### config.mk
export PLATFORM = sky130hd
export DESIGN_NAME = lgs_skid
export DESIGN_NICKNAME = d
export VERILOG_FILES = /design/src/rtl/lgs_pkg.sv /design/src/rtl/lgs_skid.sv
export SDC_FILE = /design/constraint.sdc
export NUM_CORES = 1
export LEC_CHECK = 0
export ABC_AREA = 1
export CORE_MARGIN = 1.5
export CORE_UTILIZATION = 65
export DETAILED_ROUTE_END_ITERATION = 8
export DONT_BUFFER_PORTS = 1
export GPL_ROUTABILITY_DRIVEN = 0
export PLACE_DENSITY = 0.91
export SETUP_SLACK_MARGIN = 0.4
export SYNTH_ARGS = -nofsm -noshare
export SYNTH_HDL_FRONTEND = slang
export SYNTH_SLANG_ARGS = --single-unit
### constraint.sdc
create_clock -name aclk -period 6.36 [get_ports aclk]
set_clock_uncertainty 0.2 [all_clocks]
set_input_delay 0.954 -clock aclk [delete_from_list [all_inputs] [get_ports aclk]]
set_output_delay 0.954 -clock aclk [all_outputs]
set_load 0.02 [all_outputs]
### src/rtl/lgs_pkg.sv
// lgs_pkg: shared widths, types, register indexes and stencil constants
// for the line gradient stencil unit. No dependencies.

package lgs_pkg;

    localparam int SAMPLE_W    = 16;
    localparam int WIN_DEPTH   = 6;
    localparam int ORDER_W     = 2;
    localparam int ROW_LEN_W   = 13;
    localparam int INV_W       = 16;
    localparam int CFG_DATA_W  = 16;
    localparam int CFG_INDEX_W = 2;
    localparam int TAP_W       = 2;
    localparam int GRAD_W      = 32;

    // stencil sum: up to 40 * |sample| fits in SAMPLE_W + 6 signed bits
    localparam int SUM_W  = SAMPLE_W + 6;
    localparam int PROD_W = SUM_W + INV_W + 1;
    localparam int MAG_W  = PROD_W - 1;
    localparam int RND_W  = MAG_W + 1;
    localparam int QA_W   = RND_W - 8;
    localparam int X_W    = QA_W - 1;

    // x / 3 as (x * RECIP3) >> RCP_S, exact for x below 2**X_W
    localparam int RCP_S = X_W + 2;
    localparam int RCP_W = RCP_S - 1;
    localparam logic [RCP_W-1:0] RECIP3 = RCP_W'(((64'(1) << RCP_S) / 3) + 1);
    localparam int D_PROD_W = X_W + RCP_W;

    localparam logic [RND_W-1:0] RND_ONE = RND_W'(128);
    localparam logic [RND_W-1:0] RND_TWO = RND_W'(256);
    localparam logic [RND_W-1:0] RND_SIX = RND_W'(768);

    localparam logic [ORDER_W-1:0]   ORDER_THREE = ORDER_W'(3);
    localparam logic [ORDER_W-1:0]   ORDER_RST   = ORDER_W'(2);
    localparam logic [ROW_LEN_W-1:0] ROW_LEN_RST = ROW_LEN_W'(64);
    localparam logic [INV_W-1:0]     INV_SP_RST  = INV_W'(256);
    localparam int                   MIN_ROW     = 4;
    localparam int                   FIRST_POS   = 3;
    localparam int                   SECOND_POS  = 4;
    localparam logic [TAP_W-1:0]     TAP_OLDEST  = TAP_W'(3);
    localparam logic [TAP_W-1:0]     TAP_NEWEST  = TAP_W'(0);

    typedef enum logic [CFG_INDEX_W-1:0] {
        CFG_APPROX_ORDER = 2'd0,
        CFG_ROW_LENGTH   = 2'd1,
        CFG_INV_SPACING  = 2'd2
    } cfg_index_t;

    typedef enum logic [1:0] {
        DIV_ONE,
        DIV_TWO,
        DIV_SIX
    } div_t;

    typedef logic signed [SAMPLE_W-1:0] sample_t;
    typedef sample_t window_t [WIN_DEPTH];
    typedef logic signed [SUM_W-1:0] sum_t;

    localparam sum_t K2  = sum_t'(2);
    localparam sum_t K3  = sum_t'(3);
    localparam sum_t K6  = sum_t'(6);
    localparam sum_t K9  = sum_t'(9);
    localparam sum_t K11 = sum_t'(11);
    localparam sum_t K18 = sum_t'(18);

    // one result request from the window to the stencil
    typedef struct packed {
        logic              valid;
        logic [TAP_W-1:0]  tap;
        logic              first;
        logic              second;
        logic              last;
    } issue_t;

    typedef struct packed {
        logic  valid;
        sum_t  sum;
        div_t  div;
        logic  last;
    } term_t;

    typedef struct packed {
        logic signed [GRAD_W-1:0] gradient;
        logic                     last;
    } result_t;

endpackage

### src/rtl/lgs_skid.sv
// lgs_skid: two-entry output buffer; its ready is a register so the result
// port does not reach back into the pipeline. Depends on lgs_pkg.

module lgs_skid
    import lgs_pkg::*;
(
    input  logic              aclk,
    input  logic              aresetn,
    input  logic              in_valid,
    output logic              in_ready,
    input  result_t           in_data,
    output logic              m_valid,
    input  logic              m_ready,
    output logic [GRAD_W-1:0] m_gradient,
    output logic              m_last
);

    result_t main_reg;
    result_t spare_reg;
    logic    main_valid_reg;
    logic    spare_valid_reg;
    logic    push;
    logic    pop;

    assign in_ready = !spare_valid_reg;
    assign push     = in_valid && !spare_valid_reg;
    assign pop      = main_valid_reg && m_ready;

    always_ff @(posedge aclk) begin
        if (!aresetn) begin
            main_valid_reg  <= 1'b0;
            spare_valid_reg <= 1'b0;
        end else begin
            if (spare_valid_reg) begin
                if (pop) begin
                    spare_valid_reg <= 1'b0;
                end
            end else if (push) begin
                if (!main_valid_reg || pop) begin
                    main_valid_reg <= 1'b1;
                end else begin
                    spare_valid_reg <= 1'b1;
                end
            end else if (pop) begin
                main_valid_reg <= 1'b0;
            end
        end
    end

    always_ff @(posedge aclk) begin
        if (spare_valid_reg) begin
            if (pop) begin
                main_reg <= spare_reg;
            end
        end else if (push) begin
            if (!main_valid_reg || pop) begin
                main_reg <= in_data;
            end else begin
                spare_reg <= in_data;
            end
        end
    end

    assign m_valid    = main_valid_reg;
    assign m_gradient = main_reg.gradient;
    assign m_last     = main_reg.last;

    a_spare_needs_main: assert property (@(posedge aclk) disable iff (!aresetn)
        spare_valid_reg |-> main_valid_reg)
        else $error("spare entry held while the output entry is empty");

    a_stall_fills_spare: assert property (@(posedge aclk) disable iff (!aresetn)
        push && main_valid_reg && !m_ready |=> spare_valid_reg)
        else $error("transfer into a stalled buffer was dropped");

    a_spare_drains: assert property (@(posedge aclk) disable iff (!aresetn)
        spare_valid_reg && m_ready |=> main_valid_reg && !spare_valid_reg)
        else $error("spare entry not moved to the output on a transfer");

endmodule

Yosys cells after proc, flatten, opt, wreduce, memory -nomap -nowiden:

Cells that the tools add are included.
Widths: inputs -> output; s select.

* output and inout bits: 35
* input bits: 37
* word-level logic and storage cells: 32
* bits in registers: 68

* muxes and demuxes: 11
* reductions and logical operators: 11
* bitwise gates (word level): 2
* equality and inequality tests: 2

Operator list (number)
* $mux 33: 4
* $reduce_and 3->1: 3
* $mux 1: 7
* $reduce_bool 2->1: 3
* $ne 2x1->1 const B: 2
* $logic_and 1x1->1: 2
* $logic_not 1->1: 2
* $not 1->1: 2
* $logic_or 1x1->1: 1

Depth between registers and ports, before layout:

* depth in word-level cells: 5
* gate-level depth with buffers: 6
* gate-level depth less buffers: 5

Worst setup path after synthesis:

No wires, ideal clock.

* kind: input port to flip-flop
* start point: in in_valid
* end point: reg main_reg, in the netlist m_gradient[0] (enable)
* path buffers: 0
* stages: 2
* path slack: 3.096 ns
* data required time: 5.726 ns
* library setup time: 0.434 ns
* arrival: 2.630 ns
* cells stage by stage: nand2_2 > a21oi_1

* cells in the longest elaborated chain, start to end: 3

Ends and longest elaborated chain
* from (decl): RTL line lgs_skid.sv:9 `input logic in_valid,`
* $logic_and 1x1->1: RTL line lgs_skid.sv:26 `assign push = in_valid && !spare_valid_reg;`
* $reduce_bool 2->1 (no line)
* $reduce_and 3->1 (no line)
* to (signal assigned): RTL line lgs_skid.sv:53 `main_reg <= spare_reg;`
* to (signal assigned): RTL line lgs_skid.sv:57 `main_reg <= in_data;`
* to (decl): RTL line lgs_skid.sv:18 `result_t main_reg;`

No other way between the ends.
A chain may end at the register's enable or synchronous reset.

Final worst setup path:

* start point: reg spare_valid_reg
* end point: out in_ready

* cells in the longest elaborated chain, start to end: 1

Ends and longest elaborated chain
* from (decl): RTL line lgs_skid.sv:21 `logic spare_valid_reg;`
* from (signal assigned): RTL line lgs_skid.sv:32 `spare_valid_reg <= 1'b0;`
* from (signal assigned): RTL line lgs_skid.sv:36 `spare_valid_reg <= 1'b0;`
* from (signal assigned): RTL line lgs_skid.sv:42 `spare_valid_reg <= 1'b1;`
* $logic_not 1->1: RTL line lgs_skid.sv:25 `assign in_ready = !spare_valid_reg;`
* to (decl): RTL line lgs_skid.sv:10 `output logic in_ready,`

No other way between the ends.

==> summary.txt <==
Synthesis
  • Syn avg cell area: 13.4 um^2
  • Unique masters post-synth: 13
  • Share of the synthesized area in the top cell type: 76.7%
  • Synthesized area: 0.00258 mm^2
  • Area contributors post-synth: edfxtp_1 77%, nand2_1 14%, nand2_2 2.4%, buf_6 1.7%, dfxtp_1 1.5%
  • Post-synthesis instance total: 193
  • Synthesized Nets: 230
  • Yosys reg bits: 68
  • Synth warn: 0
  • Area leader, netlist: edfxtp_1
  • Sequential share of the synthesized area: 78.2%

Clock network
  • Clock sink count: 68
  • CTS buffer count: 9
  • Root buf cell: clkbuf_8
  • Worst skew pair latency: 0.32 ns
  • Number of setup buffers added after CTS: 0
  • Clock-pin transition on the worst setup and hold timing paths: 0.06 ns
  • Hold_buf cts: 0
  • Max Buffers Root-to-Sink: 2
  • TritonCTS clock tree: built
  • CTS-repair resized insts: 0
  • Max H-tree Level: 3

Floorplanning
  • Ports: 72
  • Die width: 66.1 um
  • Die Area: 0.00436 mm^2
  • Initial Utilization: 69.1%
  • # rows: 22
  • Die height: 66.1 um
  • Area of the core: 0.00374 mm^2

Route
  • Remaining antenna violation count: 0
  • DR vias: 1362
  • Wire per inst: 17.5 um
  • DRC viols: 0
  • Total wire length: 4.38 mm
  • DR iter-0 viols: 150
  • Via-to-Cell Ratio: 5.43
  • DR pass1 iterations: 4

Timing
  • Worst slew margin: 31.0%
  • Worst-Margin Slew: 1.03 ns
  • Slew Limit Fails: 0
  • Final Hold Viols: 0
  • F_max: 364 MHz
  • RSZ-0062 raised after global routing: no
  • Fin crit period: 2.75 ns
  • Worst setup margin: 3.61 ns
  • Fin crit share: 43.2%
  • Setup Viol. Count Final: 0
  • Setup TNS: 0 ns

Pwr
  • Peak supply drop: 0.287 mV
  • Power per cell area: 328 mW/mm^2
  • Static leakage: 1.07 nW

Setup path
  • Flop-to-flop setup slack: 3.63 ns
  • Reg2Reg Depth: 3
  • CP cell instances: buf_4, inv_8
  • WS Path Type: flip-flop to output port
  • WP data arrival: 1.60 ns
  • R2r startpoint: spare_valid_reg
  • Worst stage delay on the critical path: 0.77 ns
  • Critical path origin: spare_valid_reg
  • Nature of the critical path startpoint: flip-flop
  • Reg2reg end: m_gradient[3]
  • Worst Path Required: 5.21 ns
  • Slowest library cell on the worst path: dfxtp_1
  • CP endpoint: in_ready
  • Critical path peak fanout: 35
  • Kind of end point of the critical path: output port

Layout
  • Synth-to-Final Area Change: 6.92%
  • Share of layout cells above drive strength 1: 12.3%
  • Nets: 236
  • Layout Cells excl Fill: 251
  • Filler Cells Inserted: 259
  • Inserted Diodes: 0
  • Max reg flops: 33

Placement
  • Port Buffers: 0
  • Hpwl dp: 3.00 mm
  • Placed insts: 236
  • Worst slack at placement: 3.66 ns

GRT
  • First-pass GRT wire length: 6.58 mm
  • Total gr overflow: 0
  • Largest net degree at the start of global routing: 36
  • Vias in the first global route: 1328
  • GR Layer Usage met3: 10.2%
  • Met1 Use GR: 24.9%
  • Global Route met2 Usage: 36.2%
  • Layer with the highest usage: met2
  • Gr usage total: 22.0%
  • Initial antenna violation count: 0

Hold path
  • Worst hold path stage count: 2
  • Worst hold path type: flip-flop to flip-flop

Run status
  • Status: finished clean

Job
  • # Max-Cap Violations: 0
==> cells by family (layout without fill, tap and decap cells) <==
family | Yosys count | count (layout) | share of synthesized area [%]
AOI/OAI and AO/OA | 2 | 2 | 0.532
buffers and inverters | 14 | 24 | 4.40
DFF | 68 | 68 | 78.2
and+or+nand+nor | 109 | 109 | 16.8
==> synthesized netlist by cell type, drive strengths merged <==
cell type and instances:
nand2 106, inv 7, nand3 1, buf 7, nor2 2, dfxtp 2, a21oi 2, edfxtp 66
==> power by group <==
group	internal (mW)	total, mW	switching, mW
clock network	0.175	0.315	0.140
registers	0.523	0.555	0.0321
logic	0.0101	0.0356	0.0255
total	0.709	0.906	0.197
==> per-layer routing <==
| metal | part of all wire (%) | wire (um) |
|---|---|---|
| met4 | 1.4 | 63 |
| met2 | 53 | 2320 |
| met5 | 0 | 0 |
| met1 | 37 | 1620 |
| met3 | 8.7 | 380 |
==> per-stage QoR <==
stage	util [%]	power (mW)	hold WS, ns	cell area [um^2]
after floorplan	-	0.593	0.290	2580
after global placement	69.2	0.597	0.300	2590
after detailed placement	69.2	0.601	0.304	2590
after CTS	73.8	0.910	0.317	2760
after global routing	73.8	0.939	0.333	2760
final	73.8	0.906	0.315	2760
==> cell usage in the layout (no fill, tap or decap), drive strengths merged <==
cell type and count:
edfxtp 66, nand2 106, a21oi 2, dfxtp 2
nand3 1, inv 7, buf 2, bufinv 1
nor2 2, clkbuf 11, clkinv 3
==> worst min-delay path by stage <==
stage | from | end | slack (ns)
detailed placement | spare_reg[15] | m_gradient[14] | 0.30
CTS | spare_reg[6] | m_gradient[5] | 0.32
finish | spare_reg[6] | m_gradient[5] | 0.31
global placement | spare_reg[32] | m_gradient[31] | 0.30
floorplan | spare_reg[25] | m_gradient[24] | 0.29
global route | spare_reg[23] | m_gradient[22] | 0.33
==> critical path, delay by kind of cell, from the launching register on <==
family | cells | cell delay [ns]
flops | 1 | 0.77
buf+inv | 2 | 0.50
==> cell type report <==
| class | count | area, um^2 | share of cell area, % |
|---|---|---|---|
| clock buffer | 11 | 131 | 4.75 |
| clock inverter | 4 | 41.3 | 1.49 |
| multi-input combinational | 111 | 460 | 16.7 |
| sequential | 68 | 2020 | 73.2 |
| timing repair buffer | 2 | 15.0 | 0.543 |
| tap | 48 | 60.1 | 2.17 |
| inverter | 7 | 33.8 | 1.22 |
Note: power is estimated with default switching activity, not from simulation.
