`src/rtl/lgs_pkg.sv`:
```
// lgs_pkg: shared widths, types, register indexes and stencil constants
// for the line gradient stencil unit. No dependencies.

package lgs_pkg;

    localparam int SAMPLE_W    = 16;
    localparam int WIN_DEPTH   = 6;
    localparam int ORDER_W     = 2;
    localparam int ROW_LEN_W   = 13;
    localparam int INV_W       = 16;
    localparam int CFG_DATA_W  = 16;
    localparam int CFG_INDEX_W = 2;
    localparam int TAP_W       = 2;
    localparam int GRAD_W      = 32;

    // stencil sum: up to 40 * |sample| fits in SAMPLE_W + 6 signed bits
    localparam int SUM_W  = SAMPLE_W + 6;
    localparam int PROD_W = SUM_W + INV_W + 1;
    localparam int MAG_W  = PROD_W - 1;
    localparam int RND_W  = MAG_W + 1;
    localparam int QA_W   = RND_W - 8;
    localparam int X_W    = QA_W - 1;

    // x / 3 as (x * RECIP3) >> RCP_S, exact for x below 2**X_W
    localparam int RCP_S = X_W + 2;
    localparam int RCP_W = RCP_S - 1;
    localparam logic [RCP_W-1:0] RECIP3 = RCP_W'(((64'(1) << RCP_S) / 3) + 1);
    localparam int D_PROD_W = X_W + RCP_W;

    localparam logic [RND_W-1:0] RND_ONE = RND_W'(128);
    localparam logic [RND_W-1:0] RND_TWO = RND_W'(256);
    localparam logic [RND_W-1:0] RND_SIX = RND_W'(768);

    localparam logic [ORDER_W-1:0]   ORDER_THREE = ORDER_W'(3);
    localparam logic [ORDER_W-1:0]   ORDER_RST   = ORDER_W'(2);
    localparam logic [ROW_LEN_W-1:0] ROW_LEN_RST = ROW_LEN_W'(64);
    localparam logic [INV_W-1:0]     INV_SP_RST  = INV_W'(256);
    localparam int                   MIN_ROW     = 4;
    localparam int                   FIRST_POS   = 3;
    localparam int                   SECOND_POS  = 4;
    localparam logic [TAP_W-1:0]     TAP_OLDEST  = TAP_W'(3);
    localparam logic [TAP_W-1:0]     TAP_NEWEST  = TAP_W'(0);

    typedef enum logic [CFG_INDEX_W-1:0] {
        CFG_APPROX_ORDER = 2'd0,
        CFG_ROW_LENGTH   = 2'd1,
        CFG_INV_SPACING  = 2'd2
    } cfg_index_t;

    typedef enum logic [1:0] {
        DIV_ONE,
        DIV_TWO,
        DIV_SIX
    } div_t;

    typedef logic signed [SAMPLE_W-1:0] sample_t;
    typedef sample_t window_t [WIN_DEPTH];
    typedef logic signed [SUM_W-1:0] sum_t;

    localparam sum_t K2  = sum_t'(2);
    localparam sum_t K3  = sum_t'(3);
    localparam sum_t K6  = sum_t'(6);
    localparam sum_t K9  = sum_t'(9);
    localparam sum_t K11 = sum_t'(11);
    localparam sum_t K18 = sum_t'(18);

    // one result request from the window to the stencil
    typedef struct packed {
        logic              valid;
        logic [TAP_W-1:0]  tap;
        logic              first;
        logic              second;
        logic              last;
    } issue_t;

    typedef struct packed {
        logic  valid;
        sum_t  sum;
        div_t  div;
        logic  last;
    } term_t;

    typedef struct packed {
        logic signed [GRAD_W-1:0] gradient;
        logic                     last;
    } result_t;

endpackage

```
`src/rtl/lgs_scale.sv`:
```
// lgs_scale: multiplies the stencil sum by the reciprocal spacing, then
// divides by 256, 512 or 1536 with round half away from zero.
// Depends on lgs_pkg.

module lgs_scale
    import lgs_pkg::*;
(
    input  logic             aclk,
    input  logic             aresetn,
    input  logic             adv,
    input  logic [INV_W-1:0] inv_spacing,
    input  term_t            term,
    output logic             res_valid,
    output result_t          res
);

    // product stage
    logic                     b_valid_reg;
    logic signed [PROD_W-1:0] b_prod_reg;
    div_t                     b_div_reg;
    logic                     b_last_reg;

    // rounding stage
    logic                     c_valid_reg;
    logic [QA_W-1:0]          c_qa_reg;
    logic                     c_six_reg;
    logic                     c_neg_reg;
    logic                     c_last_reg;

    // divide-by-three stage
    logic                     d_valid_reg;
    logic [QA_W-1:0]          d_q_reg;
    logic                     d_neg_reg;
    logic                     d_last_reg;

    logic signed [INV_W:0]    inv_s;
    logic signed [PROD_W-1:0] b_prod_next;
    logic [MAG_W-1:0]         mag;
    logic [RND_W-1:0]         rsum;
    logic [QA_W-1:0]          c_qa_next;
    logic [D_PROD_W-1:0]      third;
    logic [QA_W-1:0]          d_q_next;
    logic [GRAD_W-1:0]        q_ext;

    assign inv_s       = $signed({1'b0, inv_spacing});
    assign b_prod_next = PROD_W'(term.sum) * PROD_W'(inv_s);

    always_comb begin
        mag = b_prod_reg[PROD_W-1] ? MAG_W'(-b_prod_reg) : MAG_W'(b_prod_reg);
        unique case (b_div_reg)
            DIV_ONE: rsum = RND_W'(mag) + RND_ONE;
            DIV_TWO: rsum = RND_W'(mag) + RND_TWO;
            DIV_SIX: rsum = RND_W'(mag) + RND_SIX;
            default: rsum = RND_W'(mag) + RND_TWO;
        endcase
        c_qa_next = (b_div_reg == DIV_ONE) ? QA_W'(rsum >> 8) : QA_W'(rsum >> 9);
    end

    assign third    = D_PROD_W'(c_qa_reg[X_W-1:0]) * D_PROD_W'(RECIP3);
    assign d_q_next = c_six_reg ? QA_W'(third >> RCP_S) : c_qa_reg;

    // the magnitude stays below 2**31, so the signed range is never exceeded
    assign q_ext        = GRAD_W'(d_q_reg);
    assign res.gradient = d_neg_reg ? -$signed(q_ext) : $signed(q_ext);
    assign res.last     = d_last_reg;
    assign res_valid    = d_valid_reg;

    always_ff @(posedge aclk) begin
        if (!aresetn) begin
            b_valid_reg <= 1'b0;
            c_valid_reg <= 1'b0;
            d_valid_reg <= 1'b0;
        end else if (adv) begin
            b_valid_reg <= term.valid;
            c_valid_reg <= b_valid_reg;
            d_valid_reg <= c_valid_reg;
        end
    end

    always_ff @(posedge aclk) begin
        if (adv) begin
            b_prod_reg <= b_prod_next;
            b_div_reg  <= term.div;
            b_last_reg <= term.last;
            c_qa_reg   <= c_qa_next;
            c_six_reg  <= b_div_reg == DIV_SIX;
            c_neg_reg  <= b_prod_reg[PROD_W-1];
            c_last_reg <= b_last_reg;
            d_q_reg    <= d_q_next;
            d_neg_reg  <= c_neg_reg;
            d_last_reg <= c_last_reg;
        end
    end

endmodule

```
`config.mk`:
```
export PLATFORM = sky130hd
export DESIGN_NAME = lgs_scale
export DESIGN_NICKNAME = d
export VERILOG_FILES = /design/src/rtl/lgs_pkg.sv /design/src/rtl/lgs_scale.sv
export SDC_FILE = /design/constraint.sdc
export NUM_CORES = 2
export LEC_CHECK = 0
export ABC_AREA = 0
export BUFFER_PORTS_ARGS = -buffer_cell sky130_fd_sc_hd__buf_2
export CORE_UTILIZATION = 48
export DETAILED_ROUTE_END_ITERATION = 8
export GPL_TIMING_DRIVEN = 0
export PLACE_DENSITY = 0.65
export SYNTH_ARGS = -nofsm -noshare
export SYNTH_HDL_FRONTEND = slang
export SYNTH_SLANG_ARGS = --single-unit
```
`constraint.sdc`:
```
create_clock -name aclk -period 7.5 [get_ports aclk]
set_input_delay 0.375 -clock aclk [delete_from_list [all_inputs] [get_ports aclk]]
set_output_delay 0.375 -clock aclk [all_outputs]
set_load 0.05 [all_outputs]
```
# Word-level counts from Yosys, hierarchy flattened
# Cells that the tools add are included.
[word_totals]
inputBits = 45
register_bits = 112
word_cells = 29
output_inout_bits = 34
[classes]
multipliers = 2
n_reduce_logical = 1
n_eq_ne = 1
mux = 5
add_sub_neg = 5
[ops]
columns = ["op", "count"]
rows = [
  ["39-bit case mux with 2 select lines", 1],
  ["30-bit by 30-bit multiplier with 60-bit output (second input constant)", 1],
  ["38-bit by 10-bit adder with 39-bit output (second input constant)", 1],
  ["38-bit by 8-bit adder with 39-bit output (second input constant)", 1],
  ["38-bit by 9-bit adder with 39-bit output (second input constant)", 1],
  ["22-bit by 17-bit multiplier with 39-bit output", 1],
  ["38-bit 2-to-1 mux", 1],
  ["38-bit negator", 1],
  ["32-bit 2-to-1 mux", 1],
  ["31-bit negator with 32-bit output", 1],
  ["30-bit 2-to-1 mux", 1],
  ["29-bit 2-to-1 mux", 1],
  ["2-bit equality test (second input constant)", 1],
  ["2-bit zero test", 1],
]

# Longest topological paths before layout
[depth]
word_depth = 5
depth_mapped = 27
ltp_nobuf = 27

# Worst setup path after synthesis
# OpenSTA, ideal clock, no wires.
[synth_timing]
kind = "flip-flop to flip-flop"
start = "register c_qa_reg[10]"
end = "register d_q_reg[27] (data pin)"
t_arrival_ns = 7.446
path_stages_with_launch = 25
slack_ns = -0.212
path_buffers = 0
setup_time_ns = 0.265
synth_period_minus_slack_ns = 7.712
required_ns = 7.235
path_cell_list = "edfxtp_1 ha_1 xor2_1 ha_1 inv_1 fa_1 fa_1 inv_1 fa_1 inv_1 fa_1 inv_1 fa_1 ha_1 ha_1 a21o_1 a21o_1 a21o_1 a2111o_1 a221oi_1 o211ai_1 and3_1 a311oi_1 nor2_1 or3_1"
[synth_between]
elab_chain_cells = 2
[synth_rtl]
columns = ["element", "line", "source"]
rows = [
  ["from (decl)", "lgs_scale.sv:25", "logic [QA_W-1:0] c_qa_reg;"],
  ["from (signal assigned)", "lgs_scale.sv:85", "c_qa_reg <= c_qa_next;"],
  ["30-bit by 30-bit multiplier with 60-bit output", "lgs_scale.sv:59", "assign third = D_PROD_W'(c_qa_reg[X_W-1:0]) * D_PROD_W'(RECIP3);"],
  ["29-bit 2-to-1 mux", "lgs_scale.sv:60", "assign d_q_next = c_six_reg ? QA_W'(third >> RCP_S) : c_qa_reg;"],
  ["via d_q_next[27]", "lgs_scale.sv:42", "logic [QA_W-1:0] d_q_next;"],
  ["to (signal assigned)", "lgs_scale.sv:89", "d_q_reg <= d_q_next;"],
  ["to (decl)", "lgs_scale.sv:32", "logic [QA_W-1:0] d_q_reg;"],
]
# The timed path passes the listed nets, and every way through them passes these cells.
# A chain may end at the register's enable or synchronous reset.

# Worst setup path in the final report
[layout_timing]
start = "register c_qa_reg[21]"
end = "register d_q_reg[27] (data pin)"
# Same word-level chain as after synthesis.

==> impl_metrics.yaml <==
synthesis:
  ys_seq_area_share_pct: 9.584
  avgSynthCellArea_um2: 9.586
  synth_fp_nets: 4798
  synth_top_area_share_pct: 38.63
  yosys_warnings: 0
  synth_cell_types: 85
  synth_common_cells: "inv_1 (929), fa_1 (671), ha_1 (454)"
  yosysTopAreaCell: "fa_1"
  synth_edf_count: 109
  yosysMostFrequentCell: "inv_1"
  ys.flop_type: "edfxtp_1"
  ys_seq_elements: 112
  async_reset_ff_share_pct: 0
  synthCells: 3628
  netlist_area_um2: 34780
  synth_area_leaders: "fa_1 (39%), ha_1 (16%), inv_1 (10%), edfxtp_1 (9.4%), nand2_1 (3.3%)"
die:
  std_cell_rows: 98
  chipWidth_um: 271.2
  dieArea_um2: 73530
  floorplan.initialDensity_pct: 48.57
  die_h_um: 271.2
  ios: 79
  core_area_um2: 71610
sta:
  final_max_slew_viol_count: 0
  fin_ws_ps: -234.1
  timing.hold.ws_ps: 147.5
  worstMarginPinSlew_ps: 980.3
  setup_viol: 10
  post-route-period-util_pct: 103.1
  grt_setup_unrepaired: "yes"
  hold_viol: 0
  fin_worst_skew_ps: 13.00
  min_period_ps: 7734
  max_slew_margin_pct: 32.95
  fmax_mhz: 129.3
  setup_tns_ps: -1332
worst_hold_path:
  hold_class: "input pin to flip-flop"
critical_path:
  critPathArrivalTime_ps: 7890
  cp-endpoint: "d_q_reg[27]$_DFFE_PP_"
  end_kind: "flip-flop"
  r2r_start: "c_qa_reg[21]$_DFFE_PP_"
  regToRegEndpoint: "d_q_reg[27]$_DFFE_PP_"
  reg2reg_slack_ps: -230
  cp-start-kind: "flip-flop"
  cp.required_ps: 7660
  crit_type: "flip-flop to flip-flop"
  worst-r2r-cell-count: 24
  crit_path_start: "c_qa_reg[21]$_DFFE_PP_"
  path_max_fanout: 4
drt:
  num_vias: 25090
  drtIter0Drc: 1393
  avgViaCountPerCell: 5.227
  wl_um: 90550
  firstDrtPassIters: 7
  drc_errors: 0
  drtAntennaViolNets: 0
  wl_per_cell_um: 18.87
global_routing:
  grt_max_degree: 75
  grt_usage_pct: 25.53
  antenna_found_initial: 1
  grt_first_pass_wirelength_um: 146000
  grt_pass1_vias: 26850
  grt_remaining_overflow: 0
clock_network:
  clkTransAtPathRegs_ps: 80
  clock_latency_ps: 400
  cts_buffers: 9
  cts.sinks: 112
  cts_htree_levels: 3
  hold_buffers: 0
  cts-root-buf: "clkbuf_16"
  cts.path.max_buffers: 2
  cts_tree: "yes"
job:
  drv_cap: 0
finish:
  fillers: 6412
  diodes: 0
  syn_to_final_growth_pct: 11.67
  nets: 5015
  final_cells: 4800
  largest_reg_flops: 39
  layout-drive-gt1-share_pct: 11.61
place:
  dp.cells: 4657
  port_buffers: 78
  dp_hpwl_um: 75680
  place_congestion: 0.9549
outcome:
  status: "finished with violations"
  violations: "negative setup slack"
## logic make-up (layout without fill, tap and decap cells)
kind of cell	after synthesis	after routing	share of synthesized area [%]
flip-flops	112	112	9.584
AND/OR/NAND/NOR	782	782	11.57
AO/OA/AOI/OAI	346	346	6.537
adder cells (fa/ha/maj)	1125	1125	54.96
buffers and inverters	1026	1248	11.16
XOR/XNOR	202	202	5.109
multiplexers	35	35	1.079
## per-layer routing
metal | routed length, um | global-route usage, %
met5 | 11 | 0
met4 | 3649 | 9.225
met3 | 4119 | 2.654
met2 | 45050 | 44.99
met1 | 37730 | 32.47
## cell usage in the layout, fill, tap and decap left out, types with 73 or more instances in the layout
master and instances:
ha_1 391, nor2_1 84, edfxtp_1 109, clkbuf_1 86, xnor2_1 120, fa_1 655, a21oi_1 88, buf_2 80
nand2_1 302, inv_1 905, buf_4 118, and2_1 160, o21ai_0 73
## worst min-delay path by stage
stage	cells past startpoint	from	to
final	1	term[2]	b_div_reg[1]$_DFFE_PP_
after global routing	1	term[0]	b_last_reg$_DFFE_PP_
after CTS	1	term[0]	b_last_reg$_DFFE_PP_
after detailed placement	0	b_last_reg$_DFFE_PP_	c_last_reg$_DFFE_PP_
after global placement	0	c_last_reg$_DFFE_PP_	d_last_reg$_DFFE_PP_
after floorplan	0	b_last_reg$_DFFE_PP_	c_last_reg$_DFFE_PP_
## through the flow
step                util (%)  cell area (um2)  worst slack [ps]
global route           54.23            38830            -358.9
global placement       50.81            36380             -1843
floorplan                  -            34800             14.94
CTS                    53.54            38340            -148.1
finish                 54.23            38830            -234.1
detailed placement     50.85            36410             -1867
## critical path: stages (launching register included)
cell and delay (ps):
edfxtp_1 470, buf_6 180, buf_4 170, fa_2 590
inv_2 80, fa_1 480, fa_1 510, inv_1 60
fa_1 590, fa_1 470, fa_1 550, inv_1 60
fa_1 550, inv_1 70, ha_4 290, nand3_4 90
nor3_4 200, o2111ai_2 170, a211o_4 350, a2111o_1 420
o211ai_1 210, and3_4 290, a311oi_4 100, and4b_1 200
or3_1 340
## repair_timing
| action | CTS | global route |
|---|---|---|
| hold endpoints to repair | 0 | 0 |
| endpoints found under the setup margin | 29 | 23 |
| pin swaps | 71 | 60 |
| buffers inserted | 105 | 23 |
| resized for setup | 146 | 73 |
## area by class of cell
class,instances,area [um2],area share [%]
clock inverter,7,61.31,0.1579
sequential,112,3333,8.583
buffer,96,390.4,1.005
clock buffer,9,225.2,0.5799
tap,950,1189,3.061
inverter,929,3490,8.986
timing repair buffer,207,1438,3.702
multi-input combinational,2490,28710,73.93
Power is not shown: default switching activity piles up to over one toggle a cycle in this logic, so the estimate is an artifact.
