===== config.mk =====
export PLATFORM = sky130hd
export DESIGN_NAME = lgs_window
export DESIGN_NICKNAME = d
export VERILOG_FILES = /design/src/rtl/lgs_pkg.sv /design/src/rtl/lgs_window.sv
export SDC_FILE = /design/constraint.sdc
export NUM_CORES = 1
export LEC_CHECK = 0
export BUFFER_PORTS_ARGS = -buffer_cell sky130_fd_sc_hd__buf_2
export CAP_MARGIN = 40
export CORE_MARGIN = 1
export CORE_UTILIZATION = 42
export CTS_BUF_LIST = sky130_fd_sc_hd__clkbuf_4 sky130_fd_sc_hd__clkbuf_8
export CTS_CLUSTER_SIZE = 28
export DETAILED_ROUTE_END_ITERATION = 10
export PLACE_DENSITY_LB_ADDON = 0.25
export SLEW_MARGIN = 30
export SYNTH_ARGS = -nofsm -noshare
export SYNTH_HDL_FRONTEND = slang
export SYNTH_SLANG_ARGS = --single-unit

===== constraint.sdc =====
create_clock -name aclk -period 5.2 [get_ports aclk]
set_input_delay 0.26 -clock aclk [delete_from_list [all_inputs] [get_ports aclk]]
set_output_delay 0.26 -clock aclk [all_outputs]
set_load 0.03 [all_outputs]

===== src/rtl/lgs_pkg.sv =====
// lgs_pkg: shared widths, types, register indexes and stencil constants
// for the line gradient stencil unit. No dependencies.

package lgs_pkg;

    localparam int SAMPLE_W    = 16;
    localparam int WIN_DEPTH   = 6;
    localparam int ORDER_W     = 2;
    localparam int ROW_LEN_W   = 13;
    localparam int INV_W       = 16;
    localparam int CFG_DATA_W  = 16;
    localparam int CFG_INDEX_W = 2;
    localparam int TAP_W       = 2;
    localparam int GRAD_W      = 32;

    // stencil sum: up to 40 * |sample| fits in SAMPLE_W + 6 signed bits
    localparam int SUM_W  = SAMPLE_W + 6;
    localparam int PROD_W = SUM_W + INV_W + 1;
    localparam int MAG_W  = PROD_W - 1;
    localparam int RND_W  = MAG_W + 1;
    localparam int QA_W   = RND_W - 8;
    localparam int X_W    = QA_W - 1;

    // x / 3 as (x * RECIP3) >> RCP_S, exact for x below 2**X_W
    localparam int RCP_S = X_W + 2;
    localparam int RCP_W = RCP_S - 1;
    localparam logic [RCP_W-1:0] RECIP3 = RCP_W'(((64'(1) << RCP_S) / 3) + 1);
    localparam int D_PROD_W = X_W + RCP_W;

    localparam logic [RND_W-1:0] RND_ONE = RND_W'(128);
    localparam logic [RND_W-1:0] RND_TWO = RND_W'(256);
    localparam logic [RND_W-1:0] RND_SIX = RND_W'(768);

    localparam logic [ORDER_W-1:0]   ORDER_THREE = ORDER_W'(3);
    localparam logic [ORDER_W-1:0]   ORDER_RST   = ORDER_W'(2);
    localparam logic [ROW_LEN_W-1:0] ROW_LEN_RST = ROW_LEN_W'(64);
    localparam logic [INV_W-1:0]     INV_SP_RST  = INV_W'(256);
    localparam int                   MIN_ROW     = 4;
    localparam int                   FIRST_POS   = 3;
    localparam int                   SECOND_POS  = 4;
    localparam logic [TAP_W-1:0]     TAP_OLDEST  = TAP_W'(3);
    localparam logic [TAP_W-1:0]     TAP_NEWEST  = TAP_W'(0);

    typedef enum logic [CFG_INDEX_W-1:0] {
        CFG_APPROX_ORDER = 2'd0,
        CFG_ROW_LENGTH   = 2'd1,
        CFG_INV_SPACING  = 2'd2
    } cfg_index_t;

    typedef enum logic [1:0] {
        DIV_ONE,
        DIV_TWO,
        DIV_SIX
    } div_t;

    typedef logic signed [SAMPLE_W-1:0] sample_t;
    typedef sample_t window_t [WIN_DEPTH];
    typedef logic signed [SUM_W-1:0] sum_t;

    localparam sum_t K2  = sum_t'(2);
    localparam sum_t K3  = sum_t'(3);
    localparam sum_t K6  = sum_t'(6);
    localparam sum_t K9  = sum_t'(9);
    localparam sum_t K11 = sum_t'(11);
    localparam sum_t K18 = sum_t'(18);

    // one result request from the window to the stencil
    typedef struct packed {
        logic              valid;
        logic [TAP_W-1:0]  tap;
        logic              first;
        logic              second;
        logic              last;
    } issue_t;

    typedef struct packed {
        logic  valid;
        sum_t  sum;
        div_t  div;
        logic  last;
    } term_t;

    typedef struct packed {
        logic signed [GRAD_W-1:0] gradient;
        logic                     last;
    } result_t;

endpackage


===== src/rtl/lgs_window.sv =====
// lgs_window: input transfer, six-sample window, cell position and the
// per-sample result sequencing. Depends on lgs_pkg.

module lgs_window
    import lgs_pkg::*;
#(
    parameter int MAX_ROW = 4096
) (
    input  logic                 aclk,
    input  logic                 aresetn,
    input  logic                 s_valid,
    output logic                 s_ready,
    input  logic [SAMPLE_W-1:0]  s_sample,
    input  logic [ROW_LEN_W-1:0] row_length,
    input  logic                 adv,
    output window_t              window,
    output issue_t               issue
);

    localparam int NW = ($clog2(MAX_ROW + 1) > ROW_LEN_W) ? $clog2(MAX_ROW + 1) : ROW_LEN_W;
    localparam int PW = $clog2(MAX_ROW);

    window_t          win_reg;
    logic [PW-1:0]    pos_reg;
    logic             job_valid_reg;
    logic             job_end_reg;
    logic             job_k3_reg;
    logic             job_k4_reg;
    logic [TAP_W-1:0] tap_reg;

    logic [NW-1:0] rl_ext;
    logic [NW-1:0] len_eff;
    logic [NW-1:0] last_pos;
    logic [NW-1:0] pos_ext;
    logic          at_end;
    logic          fire;
    logic          job_final;
    logic          accept;

    always_comb begin
        rl_ext = NW'(row_length);
        if (rl_ext < NW'(MIN_ROW)) begin
            len_eff = NW'(MIN_ROW);
        end else if (rl_ext > NW'(MAX_ROW)) begin
            len_eff = NW'(MAX_ROW);
        end else begin
            len_eff = rl_ext;
        end
        last_pos = len_eff - NW'(1);
        pos_ext  = NW'(pos_reg);
        // also true when the line was shortened below the current position
        at_end   = pos_ext >= last_pos;
    end

    assign job_final = !job_end_reg || (tap_reg == TAP_NEWEST);
    assign fire      = job_valid_reg && adv;
    assign s_ready   = !job_valid_reg || (fire && job_final);
    assign accept    = s_valid && s_ready;

    always_comb begin
        issue.valid  = fire;
        issue.tap    = tap_reg;
        issue.first  = job_k3_reg && (tap_reg == TAP_OLDEST);
        issue.second = (job_k4_reg && (tap_reg == TAP_OLDEST)) ||
                       (job_k3_reg && (tap_reg == TAP_W'(2)));
        issue.last   = job_end_reg && (tap_reg == TAP_NEWEST);
    end

    assign window = win_reg;

    always_ff @(posedge aclk) begin
        if (accept) begin
            win_reg[0] <= sample_t'(s_sample);
            for (int i = 1; i < WIN_DEPTH; i++) begin
                win_reg[i] <= win_reg[i-1];
            end
        end
    end

    always_ff @(posedge aclk) begin
        if (!aresetn) begin
            pos_reg       <= '0;
            job_valid_reg <= 1'b0;
            job_end_reg   <= 1'b0;
            job_k3_reg    <= 1'b0;
            job_k4_reg    <= 1'b0;
            tap_reg       <= TAP_OLDEST;
        end else begin
            if (accept) begin
                pos_reg       <= at_end ? '0 : pos_reg + PW'(1);
                // the first three samples of a line only fill the window
                job_valid_reg <= pos_ext >= NW'(FIRST_POS);
                job_end_reg   <= at_end;
                job_k3_reg    <= pos_ext == NW'(FIRST_POS);
                job_k4_reg    <= pos_ext == NW'(SECOND_POS);
                tap_reg       <= TAP_OLDEST;
            end else if (fire) begin
                if (job_final) begin
                    job_valid_reg <= 1'b0;
                end else begin
                    tap_reg <= tap_reg - TAP_W'(1);
                end
            end
        end
    end

    a_tap_only_on_flush: assert property (@(posedge aclk) disable iff (!aresetn)
        job_valid_reg && !job_end_reg |-> tap_reg == TAP_OLDEST)
        else $error("tap moved on a sample that is not the end of a line");

    a_end_restarts_line: assert property (@(posedge aclk) disable iff (!aresetn)
        accept && at_end |=> pos_reg == '0 && job_valid_reg && job_end_reg)
        else $error("end of line did not restart position and start the flush");

    a_flush_steps_down: assert property (@(posedge aclk) disable iff (!aresetn)
        fire && !job_final && !accept |=>
            job_valid_reg && tap_reg == TAP_W'($past(tap_reg) - TAP_W'(1)))
        else $error("flush sequence skipped or repeated a cell");

endmodule


======== Word level (Yosys, flattened, before mapping) ========
Index checks and enable logic that the tools add are counted.
cells by class
  $add $sub $neg .......................... 3
  reduce and logical (&&, ||, !) cells .... 18
  order comparisons ....................... 4
  equal/unequal tests ..................... 4
  muxes and demuxes ....................... 6
  bitwise gates (word level) .............. 2
operators with widths
  kind                                                                count
  2-to-1 mux 13 bit                                                   2
  greater-or-equal comparator 12 x 13 -> 1 bit                        1
  > comparator 13 bit, second input constant                          1
  less-than comparator 13 x 3 -> 1 bit, second input constant         1
  subtractor 13 x 1 -> 13 bit, second input constant                  1
  adder 12 x 1 -> 12 bit, second input constant                       1
  equality test 12 x 2 -> 1 bit, second input constant                1
  equality test 12 x 3 -> 1 bit, second input constant                1
  greater-or-equal comparator 12 x 2 -> 1 bit, second input constant  1
  2-to-1 mux 12 bit                                                   1
  logical AND 1 bit                                                   7
  equality test 2 bit, second input constant                          2
  AND reduction 2 bit                                                 2
  nonzero test 2 bit                                                  2
  logical OR 1 bit                                                    3
  2-to-1 mux 1 bit                                                    3
  logical NOT 1 bit                                                   2
  logical NOT 2 bit                                                   1
  inverter 1 bit                                                      2
  OR reduction 2 bit                                                  1
  subtractor 2 x 1 -> 2 bit, second input constant                    1
storage, ports and cells
  bits in registers ....................... 114
  output and inout bits ................... 103
  input bits .............................. 33
  logic and storage cells ................. 49

======== Longest topological paths before layout ========
  depth after elaboration ................. 7
  mapped depth ............................ 17
  depth with buffers taken out ............ 17

======== Worst setup path before layout ========
OpenSTA, ideal clock, no wires.
  kind .................................... register to register
  start point ............................. register tap_reg[0]
  end point ............................... register pos_reg[1]
  path slack .............................. 1700 ps
  required time ........................... 5103 ps
  setup time .............................. 97 ps
  path buffers ............................ 0
  period minus slack after synthesis ...... 3500 ps
  arrival time ............................ 3403 ps
  stages on the path, launching flop included .. 9
  path through ............................ dfxtp_1 -> inv_1 -> ha_1 -> nor2b_1 -> o21ai_2 -> nand2_1 -> inv_1 -> nor2_1 -> nor4b_1
on the way
  longest elaborated chain between the ends .. 5
ends and longest elaborated chain
  element                   RTL line           text
  start: declaration        lgs_window.sv:29   logic [TAP_W-1:0] tap_reg;
  start signal: assignment  lgs_window.sv:101  tap_reg <= tap_reg - TAP_W'(1);
  logical NOT 2 bit         lgs_window.sv:55   assign job_final = !job_end_reg || (tap_reg == TAP_NEWEST);
  logical OR 1 bit          lgs_window.sv:55
  logical AND 1 bit         lgs_window.sv:57   assign s_ready = !job_valid_reg || (fire && job_final);
  logical OR 1 bit          lgs_window.sv:57
  logical AND 1 bit         lgs_window.sv:58   assign accept = s_valid && s_ready;
  named net accept          lgs_window.sv:38   logic accept;
  end signal: assignment    lgs_window.sv:90   pos_reg <= at_end ? '0 : pos_reg + PW'(1);
  end: declaration          lgs_window.sv:24   logic [PW-1:0] pos_reg;
The timed path passes the listed nets, and every way through them passes these cells.
A chain may end at the register's enable or synchronous reset.

======== Worst setup path in the final report ========
  start point ............................. input port row_length[6]
  end point ............................... register pos_reg[1]
on the way
  longest elaborated chain between the ends .. 6
  elaborated cells on any way between the ends .. 7
  classes of those cells .................. add/sub: 1; order compare: 3; mux: 3
ends and longest elaborated chain
  element                                         RTL line          text
  start: declaration                              lgs_window.sv:14  input logic [ROW_LEN_W-1:0] row_length,
  > comparator 13 bit                             lgs_window.sv:44  end else if (rl_ext > NW'(MAX_ROW)) begin
  2-to-1 mux 13 bit                               lgs_window.sv:44
  2-to-1 mux 13 bit *                             lgs_window.sv:42  if (rl_ext < NW'(MIN_ROW)) begin
  subtractor 13 x 1 -> 13 bit *                   lgs_window.sv:49  last_pos = len_eff - NW'(1);
  greater-or-equal comparator 12 x 13 -> 1 bit *  lgs_window.sv:52  at_end = pos_ext >= last_pos;
  2-to-1 mux 12 bit *                             lgs_window.sv:90
Mark *: on every way between the ends. The rest lies on a longest branch, timed or not.

==> results.md <==
- The maximum net fanout on the critical path is 8.
- In the layout the commonest cells are buf_2 (135), edfxtp_1 (96), nor2_1 (23).
- For this run, the total global-route usage over all layers was measured as 0.167.
- The switching power is 0.557 mW.
- The worst hold path passes through 2 cells.
- The startpoint of the most critical setup path is row_length[6].
- The die footprint is approximately 11000 um^2.
- The count of boundary I/O pins is 136.
- The post-cts sizing count is 0.
- For this design, the sink count on the clock tree is between 100 and 150.
- The source-to-sink clock delay at the later pin of the worst-skew pair is between 400 and 500 ps.
- The net count of the mapped netlist is 341.
- The first global-routing pass estimated 13.8 mm of wire.
- The count of antenna-violating nets left after detailed routing is 0.
- Before antenna repair, the detailed router went through 4 iterations.
- Adding up every negative setup slack in the final design gives 0 ps.
- The count of nets after finishing is approximately 510.
- Of the total power, the share spent switching nets is 0.270.
- After technology mapping, the gate count stands at just under 300.
- The number of enable-type register cells in the synthesized netlist is between 90 and 100.
- The horizontal die dimension is between 100 and 150 um.
- On the worst path, the slowest cell contributes a delay of 570 ps.
- For the worst setup path, the data required time is around 5500 ps.
- Of the synthesized area, sequential elements account for 0.727.
- The via count of the first global-routing pass is ~2900.
- Of the total power, the clock network draws 0.368.
- After layout, the minimum clock period comes to roughly 3700 ps.
- The worst path buffer plus inverter count is 1.
- The total setup buffers inserted after CTS is 0.
- The register-to-register path setup slack is approximately 2100 ps.
- At the pin with the least slew margin, the transition time is roughly 590 ps.
- Of the cells placed in the final design, the portion with a size suffix greater than 1 is 0.386.
- The maximum buffer depth of the clock tree is 2.
- The worst setup path is captured at a flip-flop.
- The data arrival time at the worst-slack endpoint is around 4000 ps.
- STA classifies the critical path startpoint as an input port.
- The total half-perimeter wirelength after legalization and detailed placement is 6.38 mm.
- The most common library cell in the layout ignoring fill and taps is buf_2.
- In the routed design, unresolved DRC markers number 0.
- The min-delay analysis places its worst path in the category in -> reg.
- The internal power of the cells totals ~1.5 mW.
- Setup violations remaining at the end of the flow were counted as 0.
- The final-report max-slew violation count is 0.
- Counting distinct cell types in the post-synthesis netlist gives 50.
- The largest net degree at the start of global routing is 44.
- In this design, the largest share of critical-path delay is due to simple AND/OR/NAND/NOR gates.
- The run finished with clean final reports.
- For this block, the routed nets add up to slightly above 9 mm of wire.
- The ratio of total power to cell area is around 350 nW/um^2.
- Walking the worst path, the cells encountered are buf_2, nor4_4, nand3_2, nor2_1, nor2_1, nand2_1, ha_1, nor4b_1, a22oi_1, a21oi_1, o211ai_2, ha_1, nor4_1, o211ai_1, a21oi_1, nor2_1, nor4b_1.
- Across the run, the number of max-cap violations was 0.
- In the synthesized netlist the dominant register cell turns out to be edfxtp_1.
- Setup repair after global routing left no endpoint under its margin.
- The area added between synthesis and finish is 30.9%.
- After floorplanning, the core was sized to cover about 10000 um^2.
- The effective utilization at floorplan is 0.432.
- The clock-pin slew of the registers on the worst-case setup and hold paths is 70 ps.
- The synthesized cell area is 4460 um^2.
- The flip-flop count of the largest register, all copies and words added is between 90 and 100.
- The most common cell type on the critical path is nor2_1.
- Measured in cells, the most critical reg-to-reg path has a length of 8.
- The worst register-to-register path ends at window[41].
- The number of antenna violations at the first check in global routing was 0.
- The worst slack on hold paths is 116 ps.
- The congestion estimate from routability-driven global placement came to between 0.8 and 0.9.
- The filler-free cell count of the finished design is a little over 600.
- Detailed routing inserted a total of ~3000 vias.
- The via density per instance is 4.95.
- The path type of the worst setup path is in -> reg.
- The sequential share of power is 0.519.
- The worst register-to-register path begins at tap_reg[0].
- For this run the aggregate overflow at the end of global routing stands at 0.
- In this run the static leakage power is approximately 2.4 nW.
- After synthesis, the mean cell area works out to roughly 15 um^2.
- Buffers placed on the I/O ports in this run total 135.
- The worst-case vdd ir drop is 0.261 mV.
- For this run, asynchronously set or reset flops after synthesis account for 0.
- The share of power burned in combinational logic is 0.114.
- The TritonCTS clock tree is yes.
- Measured along the y axis, the die boundary spans about 110 um.
- The clock tree synthesis step divided the H-tree into 4 levels.
- The maximum achievable frequency is between 0.2 and 0.3 GHz.
- The number of buffers created by CTS is 17.
- The number of failing hold endpoints at the final stage is 0.
- The post-synthesis sequential element count is between 100 and 150.
- For this run, the number of Yosys warnings is 0.
- The detailed router's first-iteration violation count is approximately 170.
- The startpoint of the worst hold path is aresetn.
- The library cell contributing the largest single delay on the critical path is nor4_4.
- The repair_antennas step left the layout with diodes totalling 0.
- Once placement completed, the tool counted placed cells totaling roughly 560.
- The path with the worst hold slack has its endpoint at tap_reg[0].
- The routed length per placed instance is between 15 and 20 um.
- The fraction of the core area covered by cells at the end of the flow is 0.565.
- The cell sitting at the root of the clock tree is a clkbuf_8.
- The filler cell count in the final layout is approximately 830.
- The standard-cell row count is 37.
- Clock skew on the completed layout was measured at roughly 13 ps.
- Of the available clock period, the critical path in the final layout requires 0.706.
- Headroom to the max-slew limit came out at 0.605.
[metrics by stage]
step           cell area, um^2  setup WS (ps)  power [mW]
2_1_floorplan             4460           1700        1.23
3_3_place_gp              5280           1320        1.31
3_5_place_dp              5300           1130        1.32
4_1_cts                   5840           1580        2.09
5_1_grt                   5840            987        2.13
6_report                  5840           1530        2.06
[final cells by class]
type / count / area [um^2] / area share
Clock buffer: 18 / 241 / 0.0414
Clock inverter: 14 / 131 / 0.0225
Tap cell: 136 / 170 / 0.0292
Inverter: 10 / 40.0 / 0.00686
Sequential cell: 114 / 3240 / 0.556
Multi-Input combinational cell: 160 / 1150 / 0.197
Timing Repair Buffer: 153 / 863 / 0.148
[cell usage after synthesis, types with 2 or more instances]
cell type  instances  area, um^2
a21boi_0           3        22.5
edfxtp_1          96        2880
xor2_1             8        70.1
o21ai_0            6        30.0
nand2_1           12        45.0
a211oi_1           2        15.0
nor3_1             4        20.0
inv_1             10        37.5
nor4b_1            2        17.5
or3_1              2        12.5
xnor2_1            4        35.0
nand2b_1           2        12.5
and3_1             2        12.5
and4_1             2        17.5
clkbuf_1           4        15.0
nor3b_1            3        22.5
o31ai_1            2        15.0
nor2_1            23        86.3
o21ai_2            3        26.3
and2_1             5        31.3
o21a_1             3        22.5
nand3_1            9        45.0
ha_1              18         225
nor2b_1            2        12.5
o211ai_1           3        22.5
a21oi_1            7        35.0
nor4_1             3        18.8
dfxtp_1           18         360
nand4_1           11        68.8
[per-layer routing]
layer	global-route usage	vias up	wire length [um]
li1	-	1445	-
met1	0.196	1418	3880
met2	0.263	120	4420
met3	0.0686	13	609
met4	0.0875	0	186
met5	0	-	0
[how the worst max path moves through the flow]
stage | endpoint | slack [ps] | cells past startpoint
3_3_place_gp | pos_reg[8] | 1320 | 17
3_5_place_dp | pos_reg[1] | 1130 | 17
2_1_floorplan | pos_reg[1] | 1700 | 8
5_1_grt | pos_reg[1] | 990 | 17
6_report | pos_reg[1] | 1530 | 17
4_1_cts | pos_reg[1] | 1580 | 17
[kinds of logic after synthesis]
kind of cell               share of synthesized area
muxes                                        0.00253
buffers and inverters                         0.0152
DFF                                            0.727
xor gates and xnor gates                      0.0236
AOI/OAI and AO/OA                             0.0690
adders and majority gates                     0.0505
and+or+nand+nor                                0.112
[power groups by stage]
stage / sequential, mW / clock (mW) / combinational [mW]
floorplan: 1.18 / 0 / 0.0514
global placement: 1.09 / 0 / 0.224
detailed placement: 1.09 / 0 / 0.226
CTS: 1.07 / 0.781 / 0.236
global route: 1.07 / 0.809 / 0.248
finish: 1.07 / 0.758 / 0.235
[timing repair]
item	in CTS	in global routing
endpoints found under the hold margin	16	0
hold buffers	16	0
endpoints found under the setup margin	0	0
No activity file was read; power rests on OpenSTA's default activity.
